$ cat src/design/assert_macros.svh
`ifndef ASSERT_MACROS_SVH
`define ASSERT_MACROS_SVH

// clocked check, held off while reset is asserted
`define PRQ_ASSERT(name, prop) \
  name: assert property (@(posedge clk_i) disable iff (!rst_ni) prop) \
    else $error("priority queue check failed");

// same check with its own message
`define PRQ_ASSERT_MSG(name, prop, msg) \
  name: assert property (@(posedge clk_i) disable iff (!rst_ni) prop) \
    else $error(msg);

`endif

$ cat src/design/prq_pkg.sv
`timescale 1ns / 1ps
`default_nettype none

package prq_pkg;

  localparam int unsigned DEPTH_DEFAULT = 16;

  typedef enum logic [1:0] {
    CMD_PUSH   = 2'd0,
    CMD_POP    = 2'd1,
    CMD_REMOVE = 2'd2,
    CMD_NOP    = 2'd3
  } prq_cmd_e;

  typedef enum logic [1:0] {
    ST_OK        = 2'd0,
    ST_FULL      = 2'd1,
    ST_EMPTY     = 2'd2,
    ST_NOT_FOUND = 2'd3
  } prq_status_e;

  typedef struct packed {
    prq_cmd_e   command;
    logic [7:0] proc_id;
    logic [7:0] prio;
  } prq_in_t;

  typedef struct packed {
    prq_status_e status;
    logic [4:0]  entry_count;
    logic        front_valid;
    logic [7:0]  front_id;
    logic [7:0]  front_prio;
  } prq_out_t;

  typedef struct packed {
    logic [7:0] id;
    logic [7:0] prio;
  } prq_slot_t;

  typedef struct packed {
    logic       push;
    logic       pop;
    logic       remove;
    logic [7:0] id;
    logic [7:0] prio;
  } prq_ctrl_t;

endpackage

`default_nettype wire

$ cat src/design/prq_if.sv
`timescale 1ns / 1ps
`default_nettype none

interface prq_in_if;
  logic             valid;
  logic             ready;
  prq_pkg::prq_in_t data;

  modport source (output valid, output data, input ready);
  modport sink (input valid, input data, output ready);
endinterface

interface prq_out_if;
  logic              valid;
  logic              ready;
  prq_pkg::prq_out_t data;

  modport source (output valid, output data, input ready);
  modport sink (input valid, input data, output ready);
endinterface

`default_nettype wire

$ cat src/design/prq_cell.sv
`timescale 1ns / 1ps
`default_nettype none

module prq_cell (
  input  wire logic               clk_i,
  input  wire prq_pkg::prq_ctrl_t ctrl_i,
  input  wire logic               occ_i,
  input  wire prq_pkg::prq_slot_t left_i,
  input  wire logic               left_keep_i,
  input  wire prq_pkg::prq_slot_t right_i,
  input  wire logic               hit_i,
  output prq_pkg::prq_slot_t      slot_o,
  output logic                    keep_o,
  output logic                    hit_o
);

  prq_pkg::prq_slot_t slot_q, slot_d, new_slot;
  logic               match;

  assign new_slot = '{id: ctrl_i.id, prio: ctrl_i.prio};
  assign match    = occ_i && (slot_q.id == ctrl_i.id);
  // entry stays put on push when it sorts at or ahead of the new one
  assign keep_o   = occ_i && (slot_q.prio <= ctrl_i.prio);
  assign hit_o    = hit_i || match;
  assign slot_o   = slot_q;

  always_comb begin
    slot_d = slot_q;
    priority if (ctrl_i.push) begin
      if (!keep_o) begin
        slot_d = left_keep_i ? new_slot : left_i;
      end
    end else if (ctrl_i.pop) begin
      slot_d = right_i;
    end else if (ctrl_i.remove && hit_o) begin
      slot_d = right_i;
    end
  end

  always_ff @(posedge clk_i) begin
    slot_q <= slot_d;
  end

endmodule

`default_nettype wire

$ cat src/design/priority_ready_queue_top.sv
`timescale 1ns / 1ps
`default_nettype none
`include "assert_macros.svh"

// Stable sorted ready queue of DEPTH entries (id, priority), smallest priority at the front and
// equal priorities in arrival order. Each entry sits in one cell of a chain; push, pop and
// remove-by-id update every cell in the cycle the command word is taken, so the block takes one
// command per clock and returns one result word per command in the next cycle, from a single output
// register. Input ready drops only while that result word is held by a stalled sink. The longest
// path is the priority compare in each cell plus the id-match chain that runs through all DEPTH
// cells for a remove.

module priority_ready_queue_top #(
  parameter int unsigned DEPTH = prq_pkg::DEPTH_DEFAULT
) (
  input  wire logic clk_i,
  input  wire logic rst_ni,
  prq_in_if.sink    in_i,
  prq_out_if.source out_o
);

  localparam int unsigned CW = $clog2(DEPTH + 1);

  prq_pkg::prq_slot_t   slot  [DEPTH];
  logic [DEPTH-1:0]     keep;
  logic [DEPTH-1:0]     occ;
  logic [DEPTH:0]       hit;
  prq_pkg::prq_ctrl_t   ctrl;
  prq_pkg::prq_status_e status_q, status_d;
  logic [CW-1:0]        count_q, count_d;
  logic                 out_valid_q;
  logic                 in_ready, accept, full, empty, found, front_valid;

  assign in_ready   = !out_valid_q || out_o.ready;
  assign in_i.ready = in_ready;
  assign accept     = in_i.valid && in_ready;
  assign full       = (count_q == CW'(DEPTH));
  assign empty      = (count_q == '0);
  assign found      = hit[DEPTH];
  assign hit[0]     = 1'b0;

  assign ctrl.push   = accept && (in_i.data.command == prq_pkg::CMD_PUSH) && !full;
  assign ctrl.pop    = accept && (in_i.data.command == prq_pkg::CMD_POP) && !empty;
  assign ctrl.remove = accept && (in_i.data.command == prq_pkg::CMD_REMOVE);
  assign ctrl.id     = in_i.data.proc_id;
  assign ctrl.prio   = in_i.data.prio;

  for (genvar k = 0; k < DEPTH; k++) begin : g_cell
    prq_pkg::prq_slot_t left, right;
    logic               left_keep;

    assign occ[k] = (count_q > CW'(k));

    if (k == 0) begin : g_head
      assign left      = slot[k];
      assign left_keep = 1'b1;
    end else begin : g_body
      assign left      = slot[k-1];
      assign left_keep = keep[k-1];
    end

    if (k == DEPTH - 1) begin : g_tail
      assign right = slot[k];
    end else begin : g_inner
      assign right = slot[k+1];
    end

    prq_cell u_cell (
      .clk_i       (clk_i),
      .ctrl_i      (ctrl),
      .occ_i       (occ[k]),
      .left_i      (left),
      .left_keep_i (left_keep),
      .right_i     (right),
      .hit_i       (hit[k]),
      .slot_o      (slot[k]),
      .keep_o      (keep[k]),
      .hit_o       (hit[k+1])
    );
  end

  always_comb begin
    status_d = prq_pkg::ST_OK;
    count_d  = count_q;
    unique case (in_i.data.command)
      prq_pkg::CMD_PUSH: begin
        if (full) status_d = prq_pkg::ST_FULL;
        else      count_d  = count_q + CW'(1);
      end
      prq_pkg::CMD_POP: begin
        if (empty) status_d = prq_pkg::ST_EMPTY;
        else       count_d  = count_q - CW'(1);
      end
      prq_pkg::CMD_REMOVE: begin
        if (found) count_d  = count_q - CW'(1);
        else       status_d = prq_pkg::ST_NOT_FOUND;
      end
      prq_pkg::CMD_NOP: begin
        status_d = prq_pkg::ST_OK;
      end
      default: begin
        status_d = prq_pkg::ST_OK;
      end
    endcase
  end

  always_ff @(posedge clk_i or negedge rst_ni) begin
    if (!rst_ni) begin
      out_valid_q <= 1'b0;
      count_q     <= '0;
    end else begin
      if (in_ready) begin
        out_valid_q <= in_i.valid;
      end
      if (accept) begin
        count_q <= count_d;
      end
    end
  end

  always_ff @(posedge clk_i) begin
    if (accept) begin
      status_q <= status_d;
    end
  end

  // queue cannot change while a result word waits, so the front is read live
  assign front_valid            = !empty;
  assign out_o.valid            = out_valid_q;
  assign out_o.data.status      = status_q;
  assign out_o.data.entry_count = 5'(count_q);
  assign out_o.data.front_valid = front_valid;
  assign out_o.data.front_id    = front_valid ? slot[0].id : 8'd0;
  assign out_o.data.front_prio  = front_valid ? slot[0].prio : 8'd0;

  `PRQ_ASSERT(a_count_bound, count_q <= CW'(DEPTH))
  `PRQ_ASSERT_MSG(a_push_grows, ctrl.push |=> count_q == $past(count_q) + CW'(1), "push lost")
  `PRQ_ASSERT(a_full_status, out_valid_q && status_q == prq_pkg::ST_FULL |-> full)
  `PRQ_ASSERT_MSG(a_front_sorted, count_q >= CW'(2) |-> slot[0].prio <= slot[1].prio, "unsorted")

endmodule

`default_nettype wire
$ cat src/flat_wrapper.sv
// flat-port wrapper written by rule: the top's interface ports become plain ports
module priority_ready_queue_top_flat 
#(
  parameter int unsigned DEPTH = prq_pkg::DEPTH_DEFAULT
)
  (clk_i, rst_ni, in_i_valid, in_i_data, in_i_ready, out_o_valid, out_o_data, out_o_ready);
  prq_in_if in_i_i ();
  prq_out_if out_o_i ();
  input  wire logic clk_i;
  input  wire logic rst_ni;
  input wire logic [$bits(in_i_i.valid)-1:0] in_i_valid;
  input wire logic [$bits(in_i_i.data)-1:0] in_i_data;
  output wire logic [$bits(in_i_i.ready)-1:0] in_i_ready;
  output wire logic [$bits(out_o_i.valid)-1:0] out_o_valid;
  output wire logic [$bits(out_o_i.data)-1:0] out_o_data;
  input wire logic [$bits(out_o_i.ready)-1:0] out_o_ready;
  assign in_i_i.valid = in_i_valid;
  assign in_i_i.data = in_i_data;
  assign in_i_ready = in_i_i.ready;
  assign out_o_valid = out_o_i.valid;
  assign out_o_data = out_o_i.data;
  assign out_o_i.ready = out_o_ready;
  priority_ready_queue_top #(.DEPTH(DEPTH)) u_core (.clk_i(clk_i), .rst_ni(rst_ni), .in_i(in_i_i), .out_o(out_o_i));
endmodule
$ cat config.mk
export PLATFORM = sky130hd
export DESIGN_NAME = priority_ready_queue_top_flat
export DESIGN_NICKNAME = d
export VERILOG_FILES = /design/src/design/prq_pkg.sv /design/src/design/prq_if.sv /design/src/design/prq_cell.sv /design/src/design/priority_ready_queue_top.sv /design/src/flat_wrapper.sv
export VERILOG_INCLUDE_DIRS = /design/src /design/src/design
export SDC_FILE = /design/constraint.sdc
export NUM_CORES = 1
export LEC_CHECK = 0
export BUFFER_PORTS_ARGS = -buffer_cell sky130_fd_sc_hd__buf_2
export CORE_MARGIN = 4
export CORE_UTILIZATION = 58
export DETAILED_ROUTE_END_ITERATION = 10
export PLACE_DENSITY_LB_ADDON = 0.12
export SYNTH_ARGS = -nofsm -noshare
export SYNTH_HDL_FRONTEND = slang
export SYNTH_SLANG_ARGS = --single-unit
$ cat constraint.sdc
create_clock -name clk_i -period 2.9 [get_ports clk_i]
set_input_delay 0.145 -clock clk_i [delete_from_list [all_inputs] [get_ports clk_i]]
set_output_delay 0.145 -clock clk_i [all_outputs]
set_load 0.02 [all_outputs]
# ---- After elaboration in Yosys (flattened, before gate mapping)
# Index checks and enable logic that the tools add are counted.
dict set report word_totals {
  word_cells 300
  register_bits 264
}
dict set report classes {
  n_bitwise 1
  reduce_logical 107
  order_cmp 32
  eq_ne 38
  mux 85
  n_addsub 2
}
# op count
set ops {}
lappend ops {{16-bit two-way mux} 75}
lappend ops {{8-bit equality test} 16}
lappend ops {{8-bit less-or-equal comparator} 16}
lappend ops {{1-bit logical AND} 53}
lappend ops {{3-bit nonzero test} 16}
lappend ops {{5-bit by 4-bit > comparator with 1-bit output, second input constant} 8}
lappend ops {{2-bit inequality test, second input constant} 17}
lappend ops {{2-bit AND reduction} 16}
lappend ops {{5-bit by 3-bit > comparator with 1-bit output, second input constant} 4}
lappend ops {{1-bit logical OR} 16}
lappend ops {{8-bit two-way mux} 2}
lappend ops {{5-bit two-way mux} 3}
lappend ops {{5-bit one-hot mux with 3 select lines} 1}
lappend ops {{5-bit by 1-bit > comparator with 1-bit output, second input constant} 2}
lappend ops {{5-bit by 2-bit > comparator with 1-bit output, second input constant} 2}
lappend ops {{2-bit one-hot mux with 4 select lines} 1}
lappend ops {{5-bit by 1-bit adder with 5-bit output, second input constant} 1}
lappend ops {{5-bit equality test, second input constant} 1}
lappend ops {{5-bit zero test} 1}
lappend ops {{5-bit AND reduction} 1}
lappend ops {{5-bit by 1-bit subtractor with 5-bit output, second input constant} 1}
lappend ops {{2-bit equality test, second input constant} 2}
lappend ops {{2-bit two-way mux} 2}
lappend ops {{1-bit zero test} 3}
lappend ops {{5 further kinds} 5}

# ---- Logic depth before layout (Yosys ltp)
# Gate-level depths: netlist of run 1.
dict set report logic_depth {
  depth_word 20
  mapped_depth 13
  depth_no_buf 9
}

# ---- Hierarchy
# From an unflattened synthesis of run 1, not the netlist that was laid out.
dict set report unflattened {
  cells_unflattened 1884
  area_unflattened_um2 18738.0
}
# mod area_per_inst_um2 n_inst cells_per_inst seq_area_each_um2
set by_module_without_submodules {}
lappend by_module_without_submodules {prq_cell 1113.6 16 111 480.5}
lappend by_module_without_submodules {priority_ready_queue_top 920.9 1 108 210.2}

# ---- Least setup slack after synthesis of run 1
# No wires, ideal clock.
dict set report synth_path {
  path_type {reg-to-reg}
  start {reg u_core.count_q[1]}
  end {reg u_core.g_cell[8].u_cell.slot_q (netlist bit u_core.g_cell[8].u_cell.slot_o[0]), enable pin}
  path_buffers 1
  required_time_ps 2503
  slack_ps -405
  arrival_ps 2909
  stages_incl_launch_ff 11
  setup_ps 397
  path_cell_list {dfrtp_1 -> buf_4 -> inv_1 -> ha_1 -> o21ba_2 -> a21oi_4 -> nor3_1 -> nand4b_1 -> nor3_4 -> a21oi_1 -> a2bb2oi_1}
}
dict set report synth_via {
  elab_chain_cells 13
  elab_cells_between_ends 37
}
# item line_no
set synth_rtl {}
lappend synth_rtl {{start, declared} priority_ready_queue_top.sv:30} ;# logic [CW-1:0] count_q, count_d;
lappend synth_rtl {{start signal, assigned} priority_ready_queue_top.sv:116} ;# count_q <= count_d;
lappend synth_rtl {{5-bit by 1-bit > comparator with 1-bit output} priority_ready_queue_top.sv:52} ;# assign occ[k] = (count_q > CW'(k));
lappend synth_rtl {{1-bit logical AND} prq_cell.sv:21} ;# assign match = occ_i && (slot_q.id == ctrl_i.id);
lappend synth_rtl {{1-bit logical OR (8 in series)} prq_cell.sv:24} ;# assign hit_o = hit_i || match;
lappend synth_rtl {{1-bit logical AND} prq_cell.sv:35} ;# end else if (ctrl_i.remove && hit_o) begin
lappend synth_rtl {{3-bit nonzero test (no source line)} n/a}
lappend synth_rtl {{2-bit AND reduction (no source line) *} n/a}
lappend synth_rtl {{end signal, assigned} prq_cell.sv:41} ;# slot_q <= slot_d;
lappend synth_rtl {{end, declared} prq_cell.sv:17} ;# prq_pkg::prq_slot_t slot_q, slot_d, new_slot;
# Every way passes the cells marked *; elsewhere a longest branch is shown, timed or not.
# A chain may end at the register's enable or synchronous reset.

# ---- Worst setup path in the final report of run 1
dict set report layout_path {
  start {reg u_core.count_q[4]}
  end {reg u_core.g_cell[14].u_cell.slot_q (netlist bit u_core.g_cell[14].u_cell.slot_o[5]), enable pin}
}
dict set report layout_via {
  elab_chain_cells 19
  elab_cells_between_ends 55
}
# item line_no
set layout_rtl {}
lappend layout_rtl {{5-bit by 1-bit > comparator with 1-bit output} priority_ready_queue_top.sv:52}
lappend layout_rtl {{1-bit logical AND} prq_cell.sv:21}
lappend layout_rtl {{1-bit logical OR (14 in series)} prq_cell.sv:24}
lappend layout_rtl {{1-bit logical AND} prq_cell.sv:35}
lappend layout_rtl {{3-bit nonzero test (no source line)} n/a}
lappend layout_rtl {{2-bit AND reduction (no source line) *} n/a}
lappend layout_rtl {{end signal, assigned} prq_cell.sv:41}
lappend layout_rtl {{end, declared} prq_cell.sv:17}
# Marks and branches as above.

==> insert_results.sql, run 1 <==
INSERT INTO impl_metrics (metric_group, metric, value, unit) VALUES
('die', 'die_h', '189', 'um'),
('sta', 'post_layout_minimum_cycle_time', '2.71', 'ns'),
('die', 'io_pins', '48', ''),
('synthesis', 'yosys.area_share.xor_xnor', '6.14', '%'),
('sta', 'finalHoldViolations', '0', ''),
('global_routing', 'pin_count_of_the_biggest_net_entering_global_routing', '111', ''),
('global_routing', 'grt_antenna_before_repair', '0', ''),
('sta', 'post-route-period-util', '93.4', '%'),
('die', 'placementRows', '65', ''),
('sta', 'finalWorstSetupSlack', '0.192', 'ns'),
('clock_tree', 'clkLatencyLatePin', '0.52', 'ns'),
('final_layout', 'finalInstanceArea', '21500', 'sq um'),
('sta', 'worst_hold_slack', '0.0502', 'ns'),
('placed_design', 'post-dp-hpwl', '43600', 'um'),
('synthesis', 'syn-cell-area', '19000', 'sq um'),
('setup_path', 'setup.worst_path.class', 'register to register', ''),
('clock_tree', 'clock_sink_count', '264', ''),
('setup_path', 'endpoint_kind', 'register', ''),
('final_layout', 'area_delta_synth_final', '13.1', '%'),
('placed_design', 'routability_congestion_estimate', '0.970', ''),
('synthesis', 'synth.yosys.seq_area_share', '41.6', '%'),
('synthesis', 'ys.flop_type', 'sky130_fd_sc_hd__edfxtp_1', ''),
('clock_tree', 'clock-root-buffer', 'sky130_fd_sc_hd__clkbuf_16', ''),
('clock_tree', 'htree_num_levels', '2', ''),
('final_layout', 'inserted_diodes', '0', ''),
('setup_path', 'start_kind', 'register', ''),
('clock_tree', 'clock_path_buffers', '3', ''),
('run_status', 'run_status', 'complete, no violations', ''),
('final_layout', 'fill_cells', '2634', ''),
('synthesis', 'synth_top_cells_by_area', 'sky130_fd_sc_hd__edfxtp_1, sky130_fd_sc_hd__ha_1, sky130_fd_sc_hd__a31oi_1', ''),
('synthesis', 'synth-edff-count', '258', ''),
('detailed_routing', 'routed_wl', '60600', 'um'),
('sta', 'unrepaired_setup_endpoints_after_global_routing', 'false', ''),
('final_layout', 'finalNonFillerCells', '2526', ''),
('pwr', 'cellPowerDensity', '661', 'nW/um^2'),
('synthesis', 'post_synth_inst_count', '1995', ''),
('sta', 'finalSetupViolations', '0', ''),
('synthesis', 'synth_compound_area_share', '20.2', '%'),
('synthesis', 'synth_most_common_cell', 'sky130_fd_sc_hd__edfxtp_1', ''),
('detailed_routing', 'drt-wirelength-per-cell', '24.0', 'um'),
('pwr', 'irDropWorstVdd', '0.420', 'mV'),
('synthesis', 'synth_cell_type_count', '69', ''),
('clock_tree', 'clkTransAtPathRegs', '0.06', 'ns'),
('placed_design', 'portBuffers', '47', ''),
('synthesis', 'synth.area.mux_share', '4.48', '%'),
('synthesis', 'synth.net_count', '2155', ''),
('die', 'die-area', '35700', 'sq um'),
('synthesis', 'yosysTopAreaCell', 'sky130_fd_sc_hd__edfxtp_1', ''),
('global_routing', 'globalRouteTotalUtil', '33.2', '%'),
('sta', 'worst_clock_skew', '0.0231', 'ns'),
('clock_tree', 'cts_setup_buffers', '0', ''),
('min_path', 'hold_path.class', 'input port to register', ''),
('detailed_routing', 'final_antenna_net_count', '0', ''),
('synthesis', 'post_synth_adder_cell_area', '9.10', '%'),
('final_layout', 'net_count_of_the_finished_layout', '2229', ''),
('clock_tree', 'cts_tree', 'built', ''),
('synthesis', 'synth.ff_latch_count', '264', ''),
('die', 'chipWidth', '189', 'um'),
('sta', 'finalMaxSlewViolations', '0', ''),
('detailed_routing', 'routed-via-count', '16800', ''),
('synthesis', 'netlist_top_cells_count', 'sky130_fd_sc_hd__edfxtp_1, sky130_fd_sc_hd__nor2_1, sky130_fd_sc_hd__o21ai_0', ''),
('placed_design', 'dp_slack', '0.165', 'ns'),
('die', 'fp.coreArea', '31900', 'sq um'),
('synthesis', 'synth_top_family_by_area', 'compound AO/OA/AOI/OAI gates', ''),
('global_routing', 'grt_first_pass_wirelength', '94100', 'um'),
('placed_design', 'dpl-instance-area', '20400', 'sq um'),
('job', 'drv_cap', '0', ''),
('die', 'effective_utilization_at_floorplan', '59.5', '%'),
('synthesis', 'post_synth.cell_area_avg', '9.51', 'sq um'),
('sta', 'relSlewSlack', '49.2', '%'),
('global_routing', 'grt_pass1_vias', '16700', '');
[metrics by stage]
step / setup TNS, ns / power [mW]
finish: 0 / 14.2
global route: 0 / 14.9
CTS: 0 / 14.1
detailed placement: 0 / 10.1
global placement: 0 / 10.0
floorplan: -7.32 / 8.38
[registers in the layout, summed over array words and instances (netlist names)]
register	count
u_core.count_q	5
u_core.out_o.valid	1
u_core.status_q	2
u_core.g_cell.u_cell.slot_o	256
[worst paths after layout]
| check | startpoint | to | slack [ns] | cells after the start |
|---|---|---|---|---|
| setup / recovery | u_core.count_q[4]$_DFFE_PN0P_ | u_core.g_cell[14].u_cell.slot_o[5]$_DFFE_PP_ | 0.19 | 10 |
| hold / removal | in_i_data[8] | u_core.g_cell[0].u_cell.slot_o[8]$_DFFE_PP_ | 0.05 | 3 |
| setup reg to reg | u_core.count_q[4]$_DFFE_PN0P_ | u_core.g_cell[14].u_cell.slot_o[5]$_DFFE_PP_ | 0.19 | 10 |
| hold reg to reg | u_core.g_cell[1].u_cell.slot_o[1]$_DFFE_PP_ | u_core.g_cell[0].u_cell.slot_o[1]$_DFFE_PP_ | 0.60 | 2 |
| max in group asynchronous | rst_ni | u_core.out_o.valid$_DFFE_PN0N_ | 1.53 | 4 |
| min in group asynchronous | rst_ni | u_core.count_q[1]$_DFFE_PN0P_ | 0.54 | 3 |
[power breakdown]
| group | internal (mW) | leakage, nW | switching (mW) | total (mW) |
|---|---|---|---|---|
| Sequential | 4.53 | 2.43 | 0.266 | 4.80 |
| Combinational | 1.97 | 5.31 | 3.41 | 5.38 |
| Clock | 2.38 | 0.497 | 1.64 | 4.02 |
[final cells by class]
class	instances	share of cell area [%]
clock buffers	40	4.17
inverters	40	0.699
well taps	435	2.54
repair buffers	198	7.54
flip-flops and latches	264	36.8
multi-input cells	1531	47.6
clock inverters	18	0.694
[critical path, stage by stage, from the launching register on]
cell	delay, ns
sky130_fd_sc_hd__dfrtp_1	0.50
sky130_fd_sc_hd__buf_4	0.24
sky130_fd_sc_hd__a311oi_4	0.29
sky130_fd_sc_hd__nor3_1	0.11
sky130_fd_sc_hd__nand4_1	0.14
sky130_fd_sc_hd__nand4b_1	0.15
sky130_fd_sc_hd__nor3_4	0.14
sky130_fd_sc_hd__buf_4	0.18
sky130_fd_sc_hd__nand3_2	0.17
sky130_fd_sc_hd__o31a_2	0.36
sky130_fd_sc_hd__buf_12	0.16
[logic make-up after synthesis]
logic type | after synthesis
AOI/OAI and AO/OA | 638
and+or+nand+nor | 539
DFF | 264
buffers and inverters | 200
adders and majority gates | 138
xor gates and xnor gates | 133
muxes | 83
[repair_timing]
action	4_1_cts	5_1_grt
gates resized for setup	0	1
endpoints found under the setup margin	0	16
hold buffers	5	0
hold endpoints to repair	7	0
[routing by layer]
layer / part of all wire [%] / GRT usage, % / vias to the layer above / routed length (um)
li1: - / - / 7613 / -
met1: 38 / 41.8 / 8156 / 23300
met2: 49 / 57.0 / 866 / 29600
met3: 8.2 / 5.40 / 198 / 4940
met4: 4.7 / 14.4 / 0 / 2830
met5: 0 / 0 / - / 0
[cells in the final DEF, fill, tap and decap left out, types with 67 or more instances in the layout]
cell,n
sky130_fd_sc_hd__buf_4,127
sky130_fd_sc_hd__edfxtp_1,258
sky130_fd_sc_hd__a31oi_1,170
sky130_fd_sc_hd__ha_1,138
sky130_fd_sc_hd__o21ai_0,190
sky130_fd_sc_hd__xor2_1,86
sky130_fd_sc_hd__mux2i_1,67
sky130_fd_sc_hd__nand3_1,118
sky130_fd_sc_hd__a21oi_1,147
sky130_fd_sc_hd__nor2_1,242
Power figures use the tool's default switching activity.
==> inputs of run 2 (changes only) <==
Settings changed: CORE_UTILIZATION 58 to 65, PLACE_DENSITY set to 0.82, PLACE_DENSITY_LB_ADDON 0.12 to unset.
Clock period 2.9 ns to 3.4 ns, I/O delays scaled along.
==> insert_results.sql, run 2 (synthesis results as in run 1) <==
INSERT INTO impl_metrics (metric_group, metric, value, unit) VALUES
('run_status', 'run_status', 'complete, no violations', ''),
('setup_path', 'worst_ep_arrival_time', '3.50', 'ns'),
('sta', 'post_layout_minimum_cycle_time', '3.19', 'ns'),
('die', 'die_h', '179', 'um'),
('pwr', 'cellPowerDensity', '567', 'nW/um^2'),
('setup_path', 'reg2reg_from', 'u_core.count_q[1]$_DFFE_PN0P_', ''),
('detailed_routing', 'drt-initial-drc-count', '2283', ''),
('sta', 'finalHoldViolations', '0', ''),
('detailed_routing', 'drt-wirelength-per-cell', '24.8', 'um'),
('final_layout', 'fill_cells', '2138', ''),
('sta', 'setup_total_negative_slack', '0', 'ns'),
('clock_tree', 'cts_setup_buffers', '0', ''),
('die', 'placementRows', '62', ''),
('job', 'drv_cap', '0', ''),
('setup_path', 'timing.critical_path.required', '3.71', 'ns'),
('setup_path', 'setup.worst_path.end', 'u_core.g_cell[13].u_cell.slot_o[15]$_DFFE_PP_', ''),
('die', 'die-area', '32000', 'sq um'),
('setup_path', 'setup.worst_path.class', 'register to register', ''),
('placed_design', 'post-place-cells', '2358', ''),
('final_layout', 'largest_reg_flops', '256', ''),
('clock_tree', 'cts_tree', 'built', ''),
('min_path', 'hold_path.class', 'input port to register', ''),
('clock_tree', 'clkTransAtPathRegs', '0.07', 'ns'),
('global_routing', 'grt_overflow_total', '0', ''),
('die', 'io_pins', '48', ''),
('sta', 'relSlewSlack', '23.1', '%'),
('setup_path', 'timing.critical_path.slowest_cell_delay', '0.40', 'ns'),
('die', 'effective_utilization_at_floorplan', '65.9', '%'),
('sta', 'worst-slew-pin-transition', '1.15', 'ns'),
('min_path', 'hold_path_startpoint', 'in_i_data[8]', ''),
('setup_path', 'endpoint_kind', 'register', ''),
('pwr', 'irDropWorstVdd', '0.657', 'mV'),
('placed_design', 'routability_congestion_estimate', '1.02', ''),
('setup_path', 'worstRegToRegCells', '11', ''),
('die', 'fp.coreArea', '28800', 'sq um'),
('placed_design', 'dp_slack', '0.197', 'ns'),
('final_layout', 'area_delta_synth_final', '9.32', '%'),
('pwr', 'reported_leakage_power', '7.91', 'nW'),
('final_layout', 'finalInstanceArea', '20700', 'sq um'),
('sta', 'post-route-period-util', '93.8', '%'),
('final_layout', 'inserted_diodes', '0', ''),
('setup_path', 'path_common_cell', 'sky130_fd_sc_hd__buf_4', ''),
('detailed_routing', 'routed-via-count', '17200', ''),
('setup_path', 'worst_path_cell_trace', 'inv_1 > ha_1 > o21ba_2 > a21oi_4 > nor3_1 > nand4b_1 > nor3_4 > nand3_2 > buf_4 > o21a_1 > buf_4', ''),
('setup_path', 'timing.reg2reg.setup_slack', '0.21', 'ns'),
('die', 'chipWidth', '179', 'um'),
('global_routing', 'grt_first_pass_wirelength', '91600', 'um'),
('detailed_routing', 'routed_wl', '59900', 'um'),
('sta', 'max_freq', '314', 'MHz'),
('setup_path', 'critical_path.reg2reg.endpoint', 'u_core.g_cell[13].u_cell.slot_o[15]$_DFFE_PP_', ''),
('global_routing', 'grt_pass1_vias', '16800', ''),
('sta', 'finalSetupViolations', '0', ''),
('final_layout', 'most-common-layout-cells', 'sky130_fd_sc_hd__edfxtp_1, sky130_fd_sc_hd__nor2_1, sky130_fd_sc_hd__o21ai_0', ''),
('global_routing', 'globalRouteTotalUtil', '36.4', '%'),
('detailed_routing', 'total_iterations_of_the_first_detailed_routing_run', '6', ''),
('final_layout', 'finalNonFillerCells', '2419', ''),
('sta', 'unrepaired_setup_endpoints_after_global_routing', 'false', ''),
('setup_path', 'critPathLaunch', 'u_core.count_q[1]$_DFFE_PN0P_', ''),
('final_layout', 'multi_input_area', '10200', 'sq um'),
('final_layout', 'share_of_post_route_cells_with_drive_strength_above_1', '11.5', '%'),
('placed_design', 'dpl-instance-area', '19700', 'sq um'),
('detailed_routing', 'drc', '0', ''),
('setup_path', 'cp_slowest_cell', 'sky130_fd_sc_hd__dfrtp_1', ''),
('global_routing', 'grt_antenna_before_repair', '0', ''),
('placed_design', 'post-dp-hpwl', '41600', 'um'),
('clock_tree', 'clkLatencyLatePin', '0.57', 'ns'),
('setup_path', 'start_kind', 'register', ''),
('sta', 'finalMaxSlewViolations', '0', ''),
('detailed_routing', 'final_antenna_net_count', '0', ''),
('clock_tree', 'clock_sink_count', '264', ''),
('clock_tree', 'clock_path_buffers', '3', ''),
('final_layout', 'net_count_of_the_finished_layout', '2171', ''),
('sta', 'worst_clock_skew', '0.0102', 'ns'),
('clock_tree', 'tritoncts.num_buffers', '30', ''),
('clock_tree', 'clock-root-buffer', 'sky130_fd_sc_hd__clkbuf_16', ''),
('sta', 'worst_hold_slack', '0.113', 'ns'),
('final_layout', 'seq_area', '7900', 'sq um'),
('global_routing', 'pin_count_of_the_biggest_net_entering_global_routing', '223', ''),
('final_layout', 'mostFrequentLayoutCell', 'sky130_fd_sc_hd__edfxtp_1', ''),
('pwr', 'report.power.total', '11.8', 'mW'),
('detailed_routing', 'drt-vias-per-instance', '7.10', ''),
('clock_tree', 'htree_num_levels', '1', ''),
('setup_path', 'critical_path.max_fanout', '17', ''),
('sta', 'finalWorstSetupSlack', '0.211', 'ns'),
('placed_design', 'portBuffers', '47', ''),
('final_layout', 'final_core_utilization', '72.1', '%');
[run 2: cell types whose count changed in the layout (fill, tap and decap cells not counted), sizes merged]
cell and delta:
buf -54, clkinvlp -4, clkinv +3, clkbuf -2, bufinv +1
[run 2: layer usage]
layer / vias to the layer above / routed length (um) / track usage (%)
met5: - / 0 / 0
met4: 0 / 3860 / 21.8
met3: 295 / 5940 / 6.26
met2: 1215 / 28100 / 59.1
met1: 8185 / 22100 / 45.8
li1: 7488 / - / -
[run 2: power breakdown]
part           switching (mW)  total (mW)  leakage [nW]  internal, mW
clock                    1.38        3.26         0.473          1.88
sequential              0.246        4.11          2.43          3.86
combinational            2.92        4.40          5.01          1.48
total                    4.55        11.8          7.91          7.23
[run 2: critical path, delay by kind of cell, from the launching register on]
kind,cells,cell delay (ns)
simple gates,4,0.89
flops,1,0.40
buf+inv,3,0.54
compound gates,3,0.83
fa+ha+maj,1,0.26
[run 2: worst min path at each step]
stage	to	slack (ns)	cells past startpoint
floorplan	u_core.count_q[0]$_DFFE_PN0P_	-0.13	0
CTS	u_core.g_cell[0].u_cell.slot_o[8]$_DFFE_PP_	0.1	3
finish	u_core.g_cell[0].u_cell.slot_o[8]$_DFFE_PP_	0.11	3
detailed placement	u_core.out_o.valid$_DFFE_PN0N_	0.02	1
global route	u_core.g_cell[0].u_cell.slot_o[8]$_DFFE_PP_	0.12	3
global placement	u_core.out_o.valid$_DFFE_PN0N_	0.02	1
[run 2: area by class of cell]
class	count	area share (%)
multi-input cells	1531	49.0
flip-flops and latches	264	38.1
repair buffers	144	5.25
clock buffers	38	3.87
well taps	384	2.32
clock inverters	18	0.766
inverters	40	0.724
[run 2: repair_timing]
item,CTS,global route
hold buffers,5,0
resized for setup,0,1
endpoints found under the hold margin,8,0
endpoints found under the setup margin,0,16
==> inputs of run 3 (changes only) <==
Settings changed: CORE_UTILIZATION 65 to 30, PLACE_DENSITY 0.82 to unset, SYNTH_HIERARCHICAL set to 1.
==> insert_results.sql, run 3 <==
INSERT INTO impl_metrics (metric_group, metric, value, unit) VALUES
('final_layout', 'most-common-layout-cells', 'sky130_fd_sc_hd__a21oi_1, sky130_fd_sc_hd__nor2_1, sky130_fd_sc_hd__mux2i_1', ''),
('pwr', 'cellPowerDensity', '555', 'nW/um^2'),
('clock_tree', 'cts_tree', 'built', ''),
('setup_path', 'path_common_cell', 'sky130_fd_sc_hd__a41o_2', ''),
('pwr', 'reported_leakage_power', '9.53', 'nW'),
('setup_path', 'critical_path.top_delay_family', 'compound AO/OA/AOI/OAI gates', ''),
('setup_path', 'worst_ep_arrival_time', '6.12', 'ns'),
('setup_path', 'timing.critical_path.slowest_cell_delay', '0.41', 'ns'),
('synthesis', 'post_synth_inst_count', '1883', ''),
('synthesis', 'syn-cell-area', '18700', 'sq um'),
('min_path', 'hold_path.class', 'input port to register', ''),
('sta', 'worst_clock_skew', '0.0168', 'ns'),
('detailed_routing', 'final_antenna_net_count', '0', ''),
('final_layout', 'mostFrequentLayoutCell', 'sky130_fd_sc_hd__a21oi_1', ''),
('sta', 'worst-slew-pin-transition', '0.924', 'ns'),
('min_path', 'holdPathEnd', 'u_core/count_q[0]$_DFFE_PN0P_', ''),
('sta', 'unrepaired_setup_endpoints_after_global_routing', 'true', ''),
('sta', 'relSlewSlack', '38.1', '%'),
('detailed_routing', 'drt-vias-per-instance', '5.12', ''),
('final_layout', 'largest_reg_flops', '256', ''),
('detailed_routing', 'drt-wirelength-per-cell', '18.2', 'um'),
('die', 'effective_utilization_at_floorplan', '30.4', '%'),
('pwr', 'p_sw', '4.46', 'mW'),
('detailed_routing', 'routed-via-count', '15100', ''),
('clock_tree', 'clkLatencyLatePin', '0.58', 'ns'),
('setup_path', 'worstRegToRegCells', '24', ''),
('die', 'fp.coreArea', '61700', 'sq um'),
('sta', 'finalWorstSetupSlack', '-2.22', 'ns'),
('pwr', 'power_switching_share', '35.4', '%'),
('placed_design', 'post-dp-hpwl', '39400', 'um'),
('setup_path', 'reg2reg_from', 'u_core/count_q[1]$_DFFE_PN0P_', ''),
('sta', 'post_layout_minimum_cycle_time', '5.62', 'ns'),
('sta', 'finalSetupViolations', '167', ''),
('synthesis', 'yosysWarningCount', '6', ''),
('setup_path', 'timing.critical_path.required', '3.90', 'ns'),
('global_routing', 'globalRouteTotalUtil', '15.2', '%'),
('global_routing', 'grt_pass1_vias', '15100', ''),
('die', 'die-area', '66500', 'sq um'),
('placed_design', 'portBuffers', '47', ''),
('setup_path', 'path_buf_inv', '2', ''),
('pwr', 'report.power.total', '12.6', 'mW'),
('synthesis', 'synth.net_count', '2044', ''),
('job', 'drv_cap', '0', ''),
('global_routing', 'grt_overflow_total', '0', ''),
('min_path', 'hold_path_startpoint', 'in_i_data[16]', ''),
('sta', 'finalHoldViolations', '0', ''),
('clock_tree', 'clock_sink_count', '264', ''),
('clock_tree', 'tritoncts.num_buffers', '31', ''),
('clock_tree', 'clock-root-buffer', 'sky130_fd_sc_hd__clkbuf_16', ''),
('global_routing', 'grt_first_pass_wirelength', '83100', 'um'),
('pwr', 'internal_power', '8.15', 'mW'),
('clock_tree', 'clock_path_buffers', '3', ''),
('pwr', 'clkPwrFrac', '26.8', '%'),
('global_routing', 'grt_antenna_before_repair', '2', ''),
('run_status', 'run_status', 'finished with violations', ''),
('setup_path', 'cp_slowest_cell', 'sky130_fd_sc_hd__dfrtp_2', ''),
('die', 'placementRows', '91', ''),
('detailed_routing', 'drt-initial-drc-count', '1101', ''),
('setup_path', 'start_kind', 'register', ''),
('final_layout', 'net_count_of_the_finished_layout', '2242', ''),
('setup_path', 'endpoint_kind', 'register', ''),
('setup_path', 'critical_path.reg2reg.endpoint', 'u_core/count_q[1]$_DFFE_PN0P_', ''),
('final_layout', 'finalInstanceArea', '22700', 'sq um'),
('setup_path', 'setup.worst_path.class', 'register to register', ''),
('sta', 'post-route-period-util', '165', '%'),
('clock_tree', 'htree_num_levels', '1', ''),
('run_status', 'violations_in_the_final_reports', 'negative setup slack', ''),
('placed_design', 'dpl-instance-area', '21200', 'sq um'),
('synthesis', 'post_synth.cell_area_avg', '9.95', 'sq um'),
('final_layout', 'area_delta_synth_final', '21.2', '%'),
('die', 'io_pins', '48', ''),
('final_layout', 'inserted_diodes', '0', ''),
('detailed_routing', 'routed_wl', '53600', 'um'),
('detailed_routing', 'drc', '0', ''),
('die', 'chipWidth', '258', 'um'),
('setup_path', 'critPathLaunch', 'u_core/count_q[1]$_DFFE_PN0P_', ''),
('pwr', 'irDropWorstVdd', '0.396', 'mV'),
('pwr', 'seq_power_share', '34.4', '%'),
('final_layout', 'share_of_post_route_cells_with_drive_strength_above_1', '17.2', '%'),
('min_path', 'hold-path-cell-count', '5', ''),
('setup_path', 'worst_path_cell_trace', 'inv_2 > ha_4 > nor4b_4 > inv_1 > a41o_2 > a41o_2 > a41o_2 > a41o_2 > a41o_2 > a41o_2 > a41o_2 > a41o_2 > a41o_2 > a41o_2 > a41o_2 > a41o_4 > a41o_2 > a41o_2 > a41o_4 > a41o_4 > or2b_1 > a21boi_4 > nand3_4 > mux2i_1', ''),
('setup_path', 'timing.reg2reg.setup_slack', '-2.22', 'ns'),
('placed_design', 'routability_congestion_estimate', '0.836', ''),
('die', 'die_h', '258', 'um'),
('global_routing', 'pin_count_of_the_biggest_net_entering_global_routing', '144', ''),
('sta', 'max_freq', '178', 'MHz'),
('pwr', 'power_frac_comb', '38.8', '%'),
('clock_tree', 'clkTransAtPathRegs', '0.06', 'ns'),
('sta', 'finalMaxSlewViolations', '0', ''),
('detailed_routing', 'total_iterations_of_the_first_detailed_routing_run', '5', ''),
('setup_path', 'critical_path.max_fanout', '4', '');
-- run 3: per-layer routing --
metal	share of wire, %	global-route usage (%)
met1	47	20.9
met2	48	25.6
met3	3.7	1.84
met4	1.9	3.72
met5	0	0
-- run 3: worst max path at each step --
stage	slack, ns	end	depth (start not counted)
after floorplan	-2.34	u_core/count_q[1]$_DFFE_PN0P_	25
after global placement	-2.23	u_core/count_q[4]$_DFFE_PN0P_	24
after detailed placement	-2.32	u_core/count_q[1]$_DFFE_PN0P_	24
after CTS	-2.17	u_core/count_q[1]$_DFFE_PN0P_	24
after global routing	-2.38	u_core/count_q[1]$_DFFE_PN0P_	24
final	-2.22	u_core/count_q[1]$_DFFE_PN0P_	24
-- run 3: final cells by class --
type / count / area [sq um]
Multi-Input combinational cell: 1387 / 10200
Tap cell: 837 / 1050
Timing Repair Buffer: 262 / 2010
Clock buffer: 35 / 791
Clock inverter: 22 / 214
Fill cell: 6168 / 39000
Inverter: 135 / 509
Sequential cell: 264 / 7900
-- run 3: stage by stage --
step	std cells	setup TNS (ns)	hold slack (ns)	util (%)	setup slack, ns
after floorplan	1883	-230.94	-0.126	-	-2.34
after global placement	2861	-214.57	0.00394	34.3	-2.23
after detailed placement	2861	-218.58	0.00803	34.3	-2.32
after CTS	2930	-205.55	0.101	36.3	-2.17
after global routing	2942	-232.51	0.149	36.8	-2.38
final	2942	-207.40	0.126	36.8	-2.22
-- run 3: tightest hold or removal path, delay by kind of cell --
family                   cells  cell delay [ns]
buffers and inverters        1             0.11
AND/OR/NAND/NOR              1             0.10
adder cells (fa/ha/maj)      1             0.17
XOR/XNOR                     1             0.06
AO/OA/AOI/OAI                1             0.07
-- run 3: power by group through the flow --
| stage | combinational (mW) | sequential [mW] | clock (mW) |
|---|---|---|---|
| final | 4.90 | 4.34 | 3.38 |
| after global routing | 5.28 | 4.37 | 3.59 |
| after CTS | 4.77 | 4.34 | 3.45 |
| after detailed placement | 4.67 | 4.40 | 0 |
| after global placement | 4.56 | 4.39 | 0 |
| after floorplan | 3.05 | 4.37 | 0 |
-- run 3: timing repair --
item	in CTS	in global routing
pin swaps	7	11
cloned	2	5
endpoints found under the hold margin	7	0
setup endpoints to repair	183	183
hold buffers	4	0
buffers inserted	6	10
resized for setup	16	31
